`src/tilt_pkg.sv`:
```
// Shared types and constants for the tilt level LED indicator.
// No dependencies.
`default_nettype none
package tilt_pkg;

  localparam int DEG90_Q8 = 23040;

  // controller -> datapath commands
  typedef struct packed {
    logic load;    // latch sample, start filter
    logic filt;    // filter step
    logic cinit;   // prepare CORDIC
    logic citer;   // one CORDIC step
    logic fin;     // finish, compute outputs
  } tilt_cmd_t;

  typedef struct packed {
    logic last_iter;
  } tilt_sts_t;

  // arctangent in degrees Q.16
  function automatic logic [21:0] atan_q16(input logic [4:0] k);
    case (k)
      5'd0: atan_q16 = 22'd2949120;
      5'd1: atan_q16 = 22'd1740967;
      5'd2: atan_q16 = 22'd919879;
      5'd3: atan_q16 = 22'd466945;
      5'd4: atan_q16 = 22'd234379;
      5'd5: atan_q16 = 22'd117304;
      5'd6: atan_q16 = 22'd58666;
      5'd7: atan_q16 = 22'd29335;
      5'd8: atan_q16 = 22'd14668;
      5'd9: atan_q16 = 22'd7334;
      5'd10: atan_q16 = 22'd3667;
      5'd11: atan_q16 = 22'd1833;
      5'd12: atan_q16 = 22'd917;
      5'd13: atan_q16 = 22'd458;
      5'd14: atan_q16 = 22'd229;
      5'd15: atan_q16 = 22'd115;
      5'd16: atan_q16 = 22'd57;
      5'd17: atan_q16 = 22'd29;
      5'd18: atan_q16 = 22'd14;
      5'd19: atan_q16 = 22'd7;
      5'd20: atan_q16 = 22'd4;
      5'd21: atan_q16 = 22'd2;
      5'd22: atan_q16 = 22'd1;
      default: atan_q16 = 22'd0;
    endcase
  endfunction

endpackage
`default_nettype wire

```
`src/tilt_ctrl.sv`:
```
// Sequencer for the tilt indicator: load, filter, CORDIC loop, finish.
// Depends on tilt_pkg.
`default_nettype none
module tilt_ctrl (
  input  wire logic             clk,
  input  wire logic             rst_n,
  input  wire logic             in_valid,
  output logic                  in_stall,
  output logic                  out_valid,
  input  wire logic             out_stall,
  input  wire tilt_pkg::tilt_sts_t sts,
  output tilt_pkg::tilt_cmd_t   cmd
);
  import tilt_pkg::*;

  localparam logic [2:0] S_IDLE = 3'd0;
  localparam logic [2:0] S_FILT = 3'd1;
  localparam logic [2:0] S_CINIT = 3'd2;
  localparam logic [2:0] S_ITER = 3'd3;
  localparam logic [2:0] S_FIN = 3'd4;

  logic [2:0] state_r, state_nxt;
  logic       ovalid_r, ovalid_nxt;
  logic       take;

  // next request accepted only in idle and once the output register is free (or freeing)
  assign in_stall  = (state_r != S_IDLE) || (ovalid_r && out_stall);
  assign take      = in_valid && !in_stall;
  assign out_valid = ovalid_r;

  always_comb begin
    state_nxt  = state_r;
    ovalid_nxt = ovalid_r && out_stall;
    cmd        = '0;
    case (state_r)
      S_IDLE: begin
        if (take) begin
          cmd.load  = 1'b1;
          state_nxt = S_FILT;
        end
      end
      S_FILT: begin
        cmd.filt  = 1'b1;
        state_nxt = S_CINIT;
      end
      S_CINIT: begin
        cmd.cinit = 1'b1;
        state_nxt = S_ITER;
      end
      S_ITER: begin
        cmd.citer = 1'b1;
        if (sts.last_iter) state_nxt = S_FIN;
      end
      S_FIN: begin
        cmd.fin    = 1'b1;
        ovalid_nxt = 1'b1;
        state_nxt  = S_IDLE;
      end
      default: state_nxt = S_IDLE;
    endcase
  end

  always_ff @(posedge clk) begin
    if (!rst_n) begin
      state_r  <= S_IDLE;
      ovalid_r <= 1'b0;
    end else begin
      state_r  <= state_nxt;
      ovalid_r <= ovalid_nxt;
    end
  end
endmodule
`default_nettype wire

```
`config.mk`:
```
export PLATFORM = sky130hd
export DESIGN_NAME = tilt_ctrl
export DESIGN_NICKNAME = d
export VERILOG_FILES = /design/src/tilt_pkg.sv /design/src/tilt_ctrl.sv
export SDC_FILE = /design/constraint.sdc
export NUM_CORES = 1
export LEC_CHECK = 0
export BUFFER_PORTS_ARGS = -buffer_cell sky130_fd_sc_hd__buf_2
export CAP_MARGIN = 40
export CORE_AREA = 4 4 41 43
export CTS_CLUSTER_DIAMETER = 40
export DETAILED_ROUTE_END_ITERATION = 8
export DIE_AREA = 0 0 45 47
export GPL_TIMING_DRIVEN = 0
export SYNTH_ARGS = -nofsm -noshare
export SYNTH_HDL_FRONTEND = slang
export SYNTH_SLANG_ARGS = --single-unit
export TNS_END_PERCENT = 20
```
`constraint.sdc`:
```
create_clock -name clk -period 1.2 [get_ports clk]
set_clock_uncertainty 0.05 [all_clocks]
set_input_delay 0.24 -clock clk [delete_from_list [all_inputs] [get_ports clk]]
set_output_delay 0.24 -clock clk [all_outputs]
set_load 0.01 [all_outputs]
```
==> key figures, run 1 <==
GRT
  – Vias in the first global route: 234
  – Gr ovfl total: 0
  – Largest net degree at the start of global routing: 10
  – Antenna violations before repair: 0
  – Total GRT Usage: 0.07115
  – Global-route wire length before repair: 993 um

Power and ir drop
  – Switching Fraction: 0.2676
  – Reg power frac: 0.354
  – Clock network power share: 0.366
  – P_sw: 0.1210 mW
  – Worst IR drop on VDD: 0.3896 mV
  – Int Pwr: 0.3312 mW
  – Pwr dens: 1173 mW/mm^2
  – Total power: 0.4522 mW
  – Combinational power share: 0.281
  – Leakage dissipation: 0.1804 nW

Clock tree
  – CTS root buf: clkbuf_4
  – H-Tree Depth: 1
  – TritonCTS Buffers: 3
  – Clock transition at path regs: 0.04 ns
  – Clock latency at the later pin of the worst-skew pair: 0.23 ns
  – CTS tree: yes
  – CTS Sinks: 4
  – Max Root-Sink Buffers: 2

Placement
  – DP HPWL: 378 um
  – Gpl congestion: 0.6326
  – Post-placement cell area: 302.8 sq um
  – I/O Buffers: 11
  – Setup slack after placement: -0.1616 ns

Yosys
  – Async S/R FF share, synth: 0
  – Number of synthesized flops with an enable pin: 0
  – Post-Syn Nets: 27
  – Mapped Cells: 22
  – #FFs+latches synth: 4
  – Ys flop type: dfxtp_1
  – Synth top area share: 0.3596
  – Most frequent cell after synthesis: dfxtp_1
  – Syn Area/Cell: 10.12 sq um
  – Area leader, netlist: dfxtp_1
  – Commonest cells in the netlist: dfxtp_1 (4), nor2_1 (2), nor3b_1 (2)
  – Synthesized area: 222.7 sq um
  – Sequential fraction of the synthesis area: 0.3596
  – Synth top area cells: dfxtp_1 (36%), a2111oi_2 (6.7%), nor3b_1 (6.7%)
  – Synth cell types: 17
  – Ys Warns: 0

Floorplanning
  – Die ar.: 0.002115 sq mm
  – Initial Util: 0.1712
  – Die height: 47 um
  – # IOs: 12
  – Die width: 45 um
  – Placement Rows: 13
  – Core Footprint: 0.001301 sq mm

Timing
  – Relative slew slack: 0.8390
  – Worst-Margin Slew: 0.2410 ns
  – Final critical-path required period: 1.525 ns
  – Final Hold Fails: 0
  – Fin crit share: 1.271
  – Final Max Slew Viols: 0
  – Achievable clock frequency: 0.6556 GHz
  – Final setup fails: 6
  – Total negative slack: -1.157 ns
  – Worst setup margin: -0.3253 ns
  – RSZ-0062 raised after global routing: yes

Critical path
  – CP Launch Type: flip-flop
  – Required @ worst endpoint: 0.91 ns
  – Worst reg2reg startpoint: state_r[0]
  – Crit path max fanout: 4
  – Crit path DAT: 1.24 ns
  – Crit path kind: flip-flop to primary output
  – Reg2reg end: state_r[1]
  – R2R Setup Slk: 0.18 ns
  – Critical path capture point type: primary output
  – Reg2reg path depth: 2

Status
  – Outcome: finished, violations left
  – Failing checks: setup timing

Routing
  – Drt pass-1 iters: 2
  – # DRC: 0
  – Vias/cell: 4.566
  – DRT Wirelength: 596 um
  – Via Count: 242
  – Routed len/inst: 11.25 um
  – Starting DRT DRC Count: 6
  – Final ANT Viol Nets: 0

Worst hold path
  – Start point of the worst min-delay path: sts
  – Min-Delay Path Class: input pin to flip-flop
  – Hold worst-path end: state_r[2]
  – Hold path depth: 3

Final layout
  – Util after Layout: 0.2962
  – Fillers: 149
  – Final instance area: 385.4 sq um
  – Fin nets: 45
  – Layout cells sized above 1: 0.7632
  – Synth-to-Final Area Change: 73.03%
  – Diodes inserted: 0

Flow run
  – Total of max-cap violations: 0
[power groups by stage]
stage | logic, mW | clock network [mW] | registers (mW)
2_1_floorplan | 0.0558 | 0 | 0.159
3_3_place_gp | 0.0860 | 0 | 0.164
3_5_place_dp | 0.0863 | 0 | 0.164
4_1_cts | 0.126 | 0.169 | 0.160
5_1_grt | 0.136 | 0.188 | 0.162
6_report | 0.127 | 0.165 | 0.160
[through the flow]
stage          instances  hold slack (ns)
2_1_floorplan         22           0.3078
3_3_place_gp          48           0.4392
3_5_place_dp          48           0.4409
4_1_cts               53           0.1865
5_1_grt               53           0.1921
6_report              53           0.1900
[cells by family (layout without fill, tap and decap cells)]
logic type	count (synthesis)	after routing	share of synthesized area
buf+inv	2	18	0.05056
flops	4	4	0.3596
simple gates	13	13	0.4607
compound gates	3	3	0.1292
[placed cells by master (no fill, tap or decap), types with 2 or more instances in the layout]
master	n
buf_2	10
nor3b_2	3
buf_4	2
dfxtp_4	2
and2_4	2
clkbuf_4	3
[critical path, cell delays in order (launching register included)]
cell and delay, ns:
dfxtp_4 0.34, or4_4 0.53, buf_6 0.13
[area by class of cell]
| type | count | area, sq um | area share |
|---|---|---|---|
| Tap cell | 15 | 18.77 | 0.04870 |
| Inverter | 1 | 3.754 | 0.009740 |
| Multi-Input combinational cell | 16 | 155.1 | 0.4026 |
| Clock buffer | 3 | 22.52 | 0.05844 |
| Sequential cell | 4 | 88.84 | 0.2305 |
| Buffer | 1 | 7.507 | 0.01948 |
| Timing Repair Buffer | 13 | 88.84 | 0.2305 |
[sequential cells by signal (all words and copies together) (netlist names)]
register	cells
state_r	3
out_valid	1
[per-layer routing]
metal / part of all wire / up-vias / global-route usage
met3: 0.12 / 0 / 0.05747
met5: 0 / - / 0
li1: - / 116 / -
met4: 0 / 0 / 0.03509
met2: 0.44 / 10 / 0.09887
met1: 0.44 / 116 / 0.07745
[what timing repair did]
action	CTS	global route
hold buffers	0	0
pin swaps	1	2
endpoints found under the setup margin	6	6
resized for setup	10	0
buffers inserted	2	0
[how the worst max path moves through the flow]
stage	start	endpoint	slack (ns)
6_report	state_r[2]	in_stall	-0.33
5_1_grt	state_r[2]	in_stall	-0.36
4_1_cts	state_r[2]	in_stall	-0.33
2_1_floorplan	out_valid	in_stall	0.001
3_5_place_dp	state_r[2]	in_stall	-0.16
3_3_place_gp	state_r[2]	in_stall	-0.14
Power figures use the tool's default switching activity.
==> run 2, diff against run 1 <==
--- a/config.mk
+++ b/config.mk
@@ -11,7 +11,9 @@
 export CTS_CLUSTER_DIAMETER = 40
 export DETAILED_ROUTE_END_ITERATION = 8
 export DIE_AREA = 0 0 45 47
+export GPL_ROUTABILITY_DRIVEN = 0
 export GPL_TIMING_DRIVEN = 0
+export RECOVER_POWER = 100
 export SYNTH_ARGS = -nofsm -noshare
 export SYNTH_HDL_FRONTEND = slang
 export SYNTH_SLANG_ARGS = --single-unit
==> key figures, run 2 (same netlist as run 1, synthesis figures left out) <==
Clock tree
  – CTS hold repair buffers: 0 (unchanged)
  – H-Tree Depth: 1 (unchanged)
  – Clock latency at the later pin of the worst-skew pair: 0.23 ns (about the same)
  – CTS Sinks: 4 (unchanged)
  – CTS tree: yes (unchanged)
  – TritonCTS Buffers: 3 (unchanged)
  – CTS root buf: clkbuf_4 (unchanged)
  – Clock transition at path regs: 0.04 ns (about the same)
  – Max Root-Sink Buffers: 2 (unchanged)

Final layout
  – Synth-to-Final Area Change: 69.66% (was 73.03%)
  – Final instance area: 377.9 sq um (was 385.4 sq um)
  – Most frequent cells in the layout: buf_2 (9), nor3b_2 (3), clkbuf_4 (3) (was buf_2 (10), nor3b_2 (3), clkbuf_4 (3))
  – Area of the multi-input gates: 148.9 sq um (was 155.1 sq um)
  – Fillers: 149 (unchanged)
  – Max FFs per register: 3 (unchanged)
  – Commonest non-fill, non-tap cell in the layout: buf_2 (unchanged)
  – Fin nets: 45 (unchanged)
  – Diodes inserted: 0 (unchanged)
  – Layout cells sized above 1: 0.7105 (was 0.7632)
  – Post-Layout Cell Count: 53 (unchanged)
  – Sequential Area: 88.84 sq um (unchanged)
  – Reg with most FFs: state_r (unchanged)
  – Util after Layout: 0.2904 (was 0.2962)

GRT
  – Gr ovfl total: 0 (unchanged)
  – Global-route wire length before repair: 993 um (unchanged)
  – Antenna violations before repair: 0 (unchanged)
  – Largest net degree at the start of global routing: 10 (unchanged)
  – Vias in the first global route: 234 (unchanged)
  – Total GRT Usage: 0.07115 (unchanged)

Timing
  – RSZ-0062 raised after global routing: yes (unchanged)
  – Fin crit share: 1.269 (was 1.271)
  – Worst setup margin: -0.3234 ns (was -0.3253 ns)
  – Final Max Slew Viols: 0 (unchanged)
  – Relative slew slack: 0.7845 (was 0.8390)
  – Achievable clock frequency: 0.6564 GHz (was 0.6556 GHz)
  – Final Hold Fails: 0 (unchanged)
  – Final setup fails: 6 (unchanged)
  – Worst-Margin Slew: 0.3151 ns (was 0.2410 ns)
  – Final critical-path required period: 1.523 ns (was 1.525 ns)

Placement
  – Post-placement cell area: 302.8 sq um (unchanged)
  – # placed instances: 48 (unchanged)
  – DP HPWL: 378 um (unchanged)
  – I/O Buffers: 11 (unchanged)
  – Setup slack after placement: -0.1616 ns (unchanged)

Critical path
  – Critical path capture point type: primary output (unchanged)
  – Reg2reg end: state_r[1] (unchanged)
  – R2R Setup Slk: 0.14 ns (was 0.18 ns)
  – Max stage delay on crit path: 0.53 ns (about the same)
  – Reg2reg path depth: 2 (unchanged)
  – Crit path DAT: 1.23 ns (was 1.24 ns)
  – Crit path kind: flip-flop to primary output (unchanged)
  – Crit-path slowest cell: or4_4 (unchanged)
  – Worst reg2reg startpoint: state_r[0] (unchanged)
  – Required @ worst endpoint: 0.91 ns (about the same)
  – Worst path cell trace: or4_4 -> buf_6 (unchanged)
  – CP Launch Type: flip-flop (unchanged)
  – Crit path max fanout: 4 (unchanged)

Worst hold path
  – Start point of the worst min-delay path: sts (unchanged)
  – Hold worst-path end: state_r[2] (unchanged)
  – Min-Delay Path Class: input pin to flip-flop (unchanged)
  – Hold path depth: 3 (unchanged)

Floorplanning
  – Core Footprint: 0.001301 sq mm (unchanged)
  – Placement Rows: 13 (unchanged)
  – Die height: 47 um (unchanged)
  – Die ar.: 0.002115 sq mm (unchanged)
  – Initial Util: 0.1712 (unchanged)
  – # IOs: 12 (unchanged)
  – Die width: 45 um (unchanged)

Status
  – Outcome: finished, violations left (unchanged)
  – Failing checks: setup timing (unchanged)

Power and ir drop
  – Worst IR drop on VDD: 0.3885 mV (was 0.3896 mV)
  – Leakage dissipation: 0.1752 nW (was 0.1804 nW)
  – Total power: 0.4458 mW (was 0.4522 mW)
  – Pwr dens: 1180 mW/mm^2 (was 1173 mW/mm^2)

Flow run
  – Total of max-cap violations: 0 (unchanged)

Routing
  – Vias/cell: 4.491 (was 4.566)
  – Starting DRT DRC Count: 6 (unchanged)
  – # DRC: 0 (unchanged)
  – Via Count: 238 (was 242)
  – Drt pass-1 iters: 3 (was 2)
  – Final ANT Viol Nets: 0 (unchanged)
  – DRT Wirelength: 604 um (was 596 um)
  – Routed len/inst: 11.40 um (was 11.25 um)
run 2: worst max path at each step:
stage	slack (ns)	end	start	depth (start not counted)
final	-0.32	in_stall	state_r[2]	2
after global routing	-0.36	in_stall	state_r[2]	2
after CTS	-0.33	in_stall	state_r[2]	2
after detailed placement	-0.16	in_stall	state_r[2]	2
after global placement	-0.14	in_stall	state_r[2]	2
after floorplan	0.001	in_stall	out_valid	2
run 2: where the power goes:
part,total (mW),switching [mW],internal (mW)
clock network,0.165,0.0533,0.112
logic,0.121,0.0465,0.0747
registers,0.159,0.0170,0.142
run 2: cell type report:
class / count / share of cell area
well taps: 15 / 0.04967
multi-input cells: 16 / 0.3940
repair buffers: 13 / 0.2318
clock buffers: 3 / 0.05960
flip-flops and latches: 4 / 0.2351
plain buffers: 1 / 0.01987
inverters: 1 / 0.009934
run 2: routing by layer:
layer	GRT usage	up-vias	wire, um
met5	0	-	0
met3	0.05747	0	71
met4	0.03509	0	0
li1	-	115	-
met1	0.07745	113	259
met2	0.09887	10	273
run 2: timing repair:
| item | in CTS | in global routing |
|---|---|---|
| pin swaps | 1 | 2 |
| endpoints found under the setup margin | 6 | 6 |
| cloned | 0 | 0 |
| setup buffers | 2 | 0 |
| resized for setup | 10 | 0 |
run 2: stage by stage:
| step | TNS, ns | hold WS [ns] |
|---|---|---|
| floorplan | 0 | 0.3078 |
| global placement | -0.1642 | 0.4392 |
| detailed placement | -0.2045 | 0.4409 |
| CTS | -1.219 | 0.1865 |
| global route | -1.469 | 0.1921 |
| finish | -1.114 | 0.1908 |
run 2: worst max-delay path: cells and delay by family (launching register included):
family                 cells  cell delay, ns
buffers and inverters      1            0.13
DFF                        1            0.34
and+or+nand+nor            1            0.53
